File: src/hw/rtl/slpg_pkg.sv
// Shared types and constants of the status LED pattern generator.
package slpg_pkg;

    // Indication modes, same encoding on the input and the result channel
    typedef enum logic [2:0] {
        MODE_OFF          = 3'd0,
        MODE_DISCONNECTED = 3'd1,
        MODE_TENTATIVE    = 3'd2,
        MODE_CONNECTED    = 3'd3,
        MODE_BINDING      = 3'd4,
        MODE_WIFI         = 3'd5,
        MODE_ERROR        = 3'd6,
        MODE_BOOT         = 3'd7
    } mode_t;

    // Input item opcodes
    typedef enum logic [1:0] {
        OP_TICK      = 2'd0,
        OP_SET_MODE  = 2'd1,
        OP_LED_WRITE = 2'd2,
        OP_TOGGLE    = 2'd3
    } opcode_t;

    // Double-blink phases
    typedef enum logic [1:0] {
        PHASE_FIRST_ON  = 2'd0,
        PHASE_GAP       = 2'd1,
        PHASE_SECOND_ON = 2'd2,
        PHASE_PAUSE     = 2'd3
    } phase_t;

    // Configuration register map
    localparam int REG_ADDR_WIDTH = 5;
    localparam int REG_IDX_WIDTH  = 3;
    localparam int TIME_WIDTH     = 16;

    localparam logic [REG_IDX_WIDTH-1:0] REG_SLOW_HALF    = 3'd0;
    localparam logic [REG_IDX_WIDTH-1:0] REG_MEDIUM_HALF  = 3'd1;
    localparam logic [REG_IDX_WIDTH-1:0] REG_FAST_HALF    = 3'd2;
    localparam logic [REG_IDX_WIDTH-1:0] REG_RAPID_HALF   = 3'd3;
    localparam logic [REG_IDX_WIDTH-1:0] REG_DOUBLE_ON    = 3'd4;
    localparam logic [REG_IDX_WIDTH-1:0] REG_DOUBLE_GAP   = 3'd5;
    localparam logic [REG_IDX_WIDTH-1:0] REG_DOUBLE_PAUSE = 3'd6;

    // Register reset values, in ticks
    localparam logic [TIME_WIDTH-1:0] SLOW_HALF_RST    = 16'd500;
    localparam logic [TIME_WIDTH-1:0] MEDIUM_HALF_RST  = 16'd250;
    localparam logic [TIME_WIDTH-1:0] FAST_HALF_RST    = 16'd50;
    localparam logic [TIME_WIDTH-1:0] RAPID_HALF_RST   = 16'd75;
    localparam logic [TIME_WIDTH-1:0] DOUBLE_ON_RST    = 16'd100;
    localparam logic [TIME_WIDTH-1:0] DOUBLE_GAP_RST   = 16'd100;
    localparam logic [TIME_WIDTH-1:0] DOUBLE_PAUSE_RST = 16'd600;

endpackage

File: src/hw/rtl/status_led_pattern_generator.sv
// Status LED pattern generator: next-state logic, registered result and APB registers.
//
// Takes one item per clock while s_ready is high: a 1 ms tick, a mode change, a
// direct LED write or a toggle, and returns one result per item (LED level,
// current mode, double-blink phase) in the cycle after the transfer. The mode,
// tick counter, LED level and phase registers are updated in the cycle of the
// transfer by one saturating increment and one compare against the selected
// half-period or phase length, so the sustained rate is one item per cycle while
// results are taken. The result sits in an output register; s_ready is high
// whenever that register is empty or being taken, so input stalls only for as
// long as a result is held off by m_ready. No clearing pass after reset. The user must
// write timing registers over APB only while the block is idle; the block does not check.
module status_led_pattern_generator
    import slpg_pkg::*;
#(
    parameter int COUNT_WIDTH = 16
) (
    input  logic                      aclk,
    input  logic                      aresetn,
    // input item channel
    input  logic                      s_valid,
    output logic                      s_ready,
    input  logic [1:0]                s_opcode,
    input  logic [2:0]                s_mode_value,
    input  logic                      s_led_value,
    // result channel
    output logic                      m_valid,
    input  logic                      m_ready,
    output logic                      m_led_on,
    output logic [2:0]                m_mode_now,
    output logic [1:0]                m_blink_phase,
    // configuration port
    input  logic                      psel,
    input  logic                      penable,
    input  logic                      pwrite,
    input  logic [REG_ADDR_WIDTH-1:0] paddr,
    input  logic [31:0]               pwdata,
    output logic [31:0]               prdata,
    output logic                      pready
);

    localparam int CMP_WIDTH = (COUNT_WIDTH > TIME_WIDTH) ? COUNT_WIDTH : TIME_WIDTH;
    localparam logic [COUNT_WIDTH-1:0] COUNT_MAX = {COUNT_WIDTH{1'b1}};

    // timing registers
    logic [TIME_WIDTH-1:0] slow_half_reg, medium_half_reg, fast_half_reg, rapid_half_reg;
    logic [TIME_WIDTH-1:0] double_on_reg, double_gap_reg, double_pause_reg;

    // indication state
    mode_t                  mode_reg,  mode_next;
    logic [COUNT_WIDTH-1:0] count_reg, count_next;
    logic                   led_reg,   led_next;
    phase_t                 phase_reg, phase_next;

    // result register
    logic       out_valid_reg;
    logic       out_led_reg;
    logic [2:0] out_mode_reg;
    logic [1:0] out_phase_reg;

    logic                   in_xfer;
    logic                   cfg_write;
    logic [REG_IDX_WIDTH-1:0] cfg_idx;
    logic [COUNT_WIDTH-1:0] count_inc;
    logic [TIME_WIDTH-1:0]  limit;
    logic                   blink_en;
    logic                   wifi_en;
    logic                   limit_hit;
    phase_t                 phase_adv;
    mode_t                  req_mode;

    assign s_ready   = !out_valid_reg || m_ready;
    assign in_xfer   = s_valid && s_ready;
    assign pready    = 1'b1;
    assign cfg_write = psel && penable && pwrite && pready;
    assign cfg_idx   = paddr[REG_ADDR_WIDTH-1:2];
    assign req_mode  = mode_t'(s_mode_value);

    // APB register writes
    always_ff @(posedge aclk) begin
        if (!aresetn) begin
            slow_half_reg    <= SLOW_HALF_RST;
            medium_half_reg  <= MEDIUM_HALF_RST;
            fast_half_reg    <= FAST_HALF_RST;
            rapid_half_reg   <= RAPID_HALF_RST;
            double_on_reg    <= DOUBLE_ON_RST;
            double_gap_reg   <= DOUBLE_GAP_RST;
            double_pause_reg <= DOUBLE_PAUSE_RST;
        end else if (cfg_write) begin
            unique case (cfg_idx)
                REG_SLOW_HALF:    slow_half_reg    <= pwdata[TIME_WIDTH-1:0];
                REG_MEDIUM_HALF:  medium_half_reg  <= pwdata[TIME_WIDTH-1:0];
                REG_FAST_HALF:    fast_half_reg    <= pwdata[TIME_WIDTH-1:0];
                REG_RAPID_HALF:   rapid_half_reg   <= pwdata[TIME_WIDTH-1:0];
                REG_DOUBLE_ON:    double_on_reg    <= pwdata[TIME_WIDTH-1:0];
                REG_DOUBLE_GAP:   double_gap_reg   <= pwdata[TIME_WIDTH-1:0];
                REG_DOUBLE_PAUSE: double_pause_reg <= pwdata[TIME_WIDTH-1:0];
                default: ;
            endcase
        end
    end

    // APB read-back
    always_comb begin
        prdata = '0;
        unique case (cfg_idx)
            REG_SLOW_HALF:    prdata = 32'(slow_half_reg);
            REG_MEDIUM_HALF:  prdata = 32'(medium_half_reg);
            REG_FAST_HALF:    prdata = 32'(fast_half_reg);
            REG_RAPID_HALF:   prdata = 32'(rapid_half_reg);
            REG_DOUBLE_ON:    prdata = 32'(double_on_reg);
            REG_DOUBLE_GAP:   prdata = 32'(double_gap_reg);
            REG_DOUBLE_PAUSE: prdata = 32'(double_pause_reg);
            default:          prdata = '0;
        endcase
    end

    // saturating tick counter
    assign count_inc = (count_reg == COUNT_MAX) ? count_reg : count_reg + 1'b1;

    // limit for the current mode (and phase in wifi mode)
    always_comb begin
        limit    = '0;
        blink_en = 1'b0;
        wifi_en  = 1'b0;
        unique case (mode_reg)
            MODE_DISCONNECTED: begin limit = slow_half_reg;   blink_en = 1'b1; end
            MODE_TENTATIVE:    begin limit = medium_half_reg; blink_en = 1'b1; end
            MODE_BINDING:      begin limit = fast_half_reg;   blink_en = 1'b1; end
            MODE_ERROR:        begin limit = rapid_half_reg;  blink_en = 1'b1; end
            MODE_WIFI: begin
                wifi_en = 1'b1;
                case (phase_reg)
                    PHASE_FIRST_ON, PHASE_SECOND_ON: limit = double_on_reg;
                    PHASE_GAP:                       limit = double_gap_reg;
                    default:                         limit = double_pause_reg;
                endcase
            end
            default: ;
        endcase
    end

    assign limit_hit = CMP_WIDTH'(count_inc) >= CMP_WIDTH'(limit);
    assign phase_adv = phase_t'(phase_reg + 2'd1);

    // next state for the item in transfer
    always_comb begin
        mode_next  = mode_reg;
        count_next = count_reg;
        led_next   = led_reg;
        phase_next = phase_reg;
        unique case (opcode_t'(s_opcode))
            OP_TICK: begin
                count_next = count_inc;
                if (limit_hit && blink_en) begin
                    count_next = '0;
                    led_next   = !led_reg;
                end else if (limit_hit && wifi_en) begin
                    count_next = '0;
                    phase_next = phase_adv;
                    // lit in both flash phases
                    led_next   = !phase_adv[0];
                end
            end
            OP_SET_MODE: begin
                if (req_mode != mode_reg) begin
                    mode_next  = req_mode;
                    count_next = '0;
                    phase_next = PHASE_FIRST_ON;
                    led_next   = !(req_mode == MODE_OFF || req_mode == MODE_BOOT);
                end
            end
            OP_LED_WRITE: led_next = s_led_value;
            OP_TOGGLE:    led_next = !led_reg;
            default: ;
        endcase
    end

    // state registers
    always_ff @(posedge aclk) begin
        if (!aresetn) begin
            mode_reg  <= MODE_OFF;
            count_reg <= '0;
            led_reg   <= 1'b0;
            phase_reg <= PHASE_FIRST_ON;
        end else if (in_xfer) begin
            mode_reg  <= mode_next;
            count_reg <= count_next;
            led_reg   <= led_next;
            phase_reg <= phase_next;
        end
    end

    // result register: valid flag
    always_ff @(posedge aclk) begin
        if (!aresetn) begin
            out_valid_reg <= 1'b0;
        end else if (s_ready) begin
            out_valid_reg <= in_xfer;
        end
    end

    // result register: payload
    always_ff @(posedge aclk) begin
        if (in_xfer) begin
            out_led_reg   <= led_next;
            out_mode_reg  <= mode_next;
            out_phase_reg <= phase_next;
        end
    end

    assign m_valid       = out_valid_reg;
    assign m_led_on      = out_led_reg;
    assign m_mode_now    = out_mode_reg;
    assign m_blink_phase = out_phase_reg;

endmodule

File: config.mk
export PLATFORM = sky130hd
export DESIGN_NAME = status_led_pattern_generator
export DESIGN_NICKNAME = d
export VERILOG_FILES = /design/src/hw/rtl/slpg_pkg.sv /design/src/hw/rtl/status_led_pattern_generator.sv
export SDC_FILE = /design/constraint.sdc
export NUM_CORES = 1
export LEC_CHECK = 0
export BUFFER_PORTS_ARGS = -buffer_cell sky130_fd_sc_hd__buf_2
export CAP_MARGIN = 20
export CORE_MARGIN = 1.5
export CORE_UTILIZATION = 50
export CTS_CLUSTER_SIZE = 8
export DETAILED_ROUTE_END_ITERATION = 12
export PLACE_DENSITY_LB_ADDON = 0.2
export REMOVE_ABC_BUFFERS = 1
export SLEW_MARGIN = 5
export SYNTH_ARGS = -nofsm -noshare
export SYNTH_HDL_FRONTEND = slang
export SYNTH_SLANG_ARGS = --single-unit
File: constraint.sdc
create_clock -name aclk -period 4.35 [get_ports aclk]
set_input_delay 0.6525 -clock aclk [delete_from_list [all_inputs] [get_ports aclk]]
set_output_delay 0.6525 -clock aclk [all_outputs]
set_load 0.02 [all_outputs]
==> metrics.yaml <==
grt:
  grt_start_max_net_pins: 87
  grt_pass1_wl_mm: 39.3
  overflow: 0
  track_usage_pct: 30.4
  grt_antenna_before_repair: 0
  first_global_vias: 7220
clock_network:
  cts_max_path_buffers: 2
  postCtsSetupRepairBufs: 0
  cts_tree: "built"
  cts-resized-gates: 0
  htreeDepth: 4
  clk_latency_ns: 0.44
  clkSlewWorstSetupHoldPaths_ns: 0.06
  root_buffer: "clkbuf_16"
  numCtsBuffers: 17
  clock_sinks: 141
  ctsHoldBuffers: 0
power_and_ir_drop:
  power.leakage_nw: 3.51
  vdd_drop_max_uv: 298
  pwr_density_cell_nw_per_um2: 352
critical_path:
  ff2ff_path_depth: 14
  cp_max_fo: 16
  slowest_delay_ns: 0.48
  worstPathArrival_ns: 4.44
  cp-start-kind: "register"
  cp_slowest_cell: "a2111oi_0"
  endpoint_kind: "register"
  critPathRequiredTime_ns: 4.73
  crit_type: "register to register"
  crit_chain: "inv_1 > ha_1 > buf_4 > a22oi_1 > o21ai_0 > mux2i_1 > o22a_1 > ha_1 > a2111oi_0 > o21ai_1 > a211o_1 > buf_4 > a2111oi_0 > o21a_1"
synth:
  yosys.area_share.adder_pct: 3.24
  synthXorXnorAreaFrac_pct: 0.757
  synthMuxAreaShare_pct: 10.3
  yosys.area.top_type_share_pct: 33.3
  synth_top_family_by_area: "simple AND/OR/NAND/NOR gates"
  synthSimpleGateAreaFrac_pct: 23.1
  synthTopCellsByCount: "nand2_1, dfxtp_1, a21oi_1, clkbuf_1, nand3_1"
  yosys-top-cells-area: "dfxtp_1, nand2_1, a21oi_1, mux2i_1, mux2_2"
  synth_area_per_cell_um2: 7.74
  synthArstFlopShare_pct: 0
  yosysWarnings: 0
  yosysMostFrequentCell: "nand2_1"
  synth-seq-cells: 141
  synth_compound_area_share_pct: 21.2
  ys_types: 60
  yosysSeqAreaShare_pct: 35.6
  syn-cell-area_um2: 8100
  synth_cells: 1047
  synth_ff_type: "dfxtp_1"
  synth_edf_count: 6
  synth_top_area_cell: "dfxtp_1"
routing:
  drc: 0
  drt-pass1-iter-count: 5
  wirelength_mm: 25.1
  routed_via_density: 6.03
  drtAntennaViolNets: 0
  drtIter0Drc: 972
  post_drt_wl_per_cell_um: 19.2
  via_count: 7872
timing:
  fin_crit_ns: 4.06
  setup_ws_ns: 0.293
  whs_ns: 0.456
  fin_skew_ns: 0.00784
  max_slew_margin_pct: 21.7
  grt_setup_unrepaired: "false"
  hold_violations: 0
  period_share_pct: 93.3
  setup-tns-final_ns: 0
  slew_viol_final: 0
  worst_pin_slew_ns: 1.17
  max_freq_mhz: 246
  finalSetupViolCount: 0
finish:
  areaGrowthSynthToFinish_pct: 12.9
  antenna_cells: 0
  fin_nets: 1147
  layout-drive-gt1-share_pct: 15.0
  final_area_um2: 9150
  nFillCells: 1508
floorplan:
  start_util_pct: 51.0
  row_count: 46
  core-area_um2: 15900
  die_h_um: 130
  die_w_um: 130
  io_pins: 91
  dieArea_um2: 17000
min_path:
  hold_class: "input port to register"
  min_delay_path_depth: 3
placement:
  routabilityCongestion: 0.847
  place_area_um2: 8520
  pre_cts_slack_ns: 0.310
  io_buffers: 55
  hpwlAfterDp_mm: 16.2
status:
  status: "finished, final reports clean"
flow_run:
  drv_cap: 0
[layer usage]
layer  global-route usage (%)  vias to the layer above  wire length, um
li1                         -                     3711                -
met1                     42.4                     3680            11100
met2                     46.0                      420            11000
met3                     5.62                       61             2190
met4                     12.7                        0              753
met5                        0                        -                0
[layout by cell type, fill, tap and decap left out, types with 9 or more instances in the layout]
cell and instances:
and2_1 18, conb_1 17, nor2_1 40, o22a_1 15, nand2_1 286, buf_2 55
nand3_1 45, o21a_1 12, clkbuf_16 18, ha_1 21, buf_4 29, mux2_2 29
mux2i_1 35, a22oi_1 43, dfxtp_1 134, a21oi_1 107, inv_1 14, nand2b_1 9
a211oi_1 10, o21ai_0 34
[per-stage QoR]
| stage | utilization [%] | cells | total power [mW] |
|---|---|---|---|
| detailed placement | 53.7 | 1273 | 1.67 |
| floorplan | - | 973 | 1.53 |
| global route | 57.6 | 1305 | 3.31 |
| finish | 57.6 | 1305 | 3.22 |
| CTS | 57.6 | 1305 | 3.22 |
| global placement | 53.7 | 1273 | 1.66 |
[power by group]
| part | switching [mW] | internal (mW) | leakage (nW) |
|---|---|---|---|
| logic | 0.218 | 0.0970 | 2.05 |
| clock network | 0.624 | 0.949 | 0.303 |
| registers | 0.0134 | 1.32 | 1.15 |
[final cells by class]
cell class | count | area (um^2) | share of cell area [%]
clock buffer | 19 | 454 | 4.96
multi-input combinational | 817 | 4820 | 52.7
tap | 216 | 270 | 2.95
inverter | 15 | 56.3 | 0.615
timing repair buffer | 84 | 493 | 5.39
sequential | 141 | 2880 | 31.5
clock inverter | 13 | 175 | 1.91
[critical path: cells and delay by family, from the launching register on]
family,cells,cell delay (ns)
DFF,1,0.36
AOI/OAI and AO/OA,8,2.11
muxes,1,0.12
buffers and inverters,3,0.67
adders and majority gates,2,0.73
[cell families after synthesis]
kind of cell               Yosys count
AOI/OAI and AO/OA                  267
xor gates and xnor gates             7
adders and majority gates           21
buffers and inverters              104
DFF                                141
muxes                               71
other                                2
and+or+nand+nor                    434
[final timing paths]
path                                  startpoint                             end  slack, ns
setup / recovery       phase_reg[1]$_SDFFE_PN0P_      count_reg[10]$_SDFFE_PN0P_       0.29
hold / removal                           s_valid            m_valid$_SDFFE_PN0N_       0.46
setup reg to reg       phase_reg[1]$_SDFFE_PN0P_      count_reg[10]$_SDFFE_PN0P_       0.29
hold reg to reg   rapid_half_reg[9]$_SDFFE_PN0P_  rapid_half_reg[9]$_SDFFE_PN0P_       0.47
Note: power is estimated with default switching activity, not from simulation.
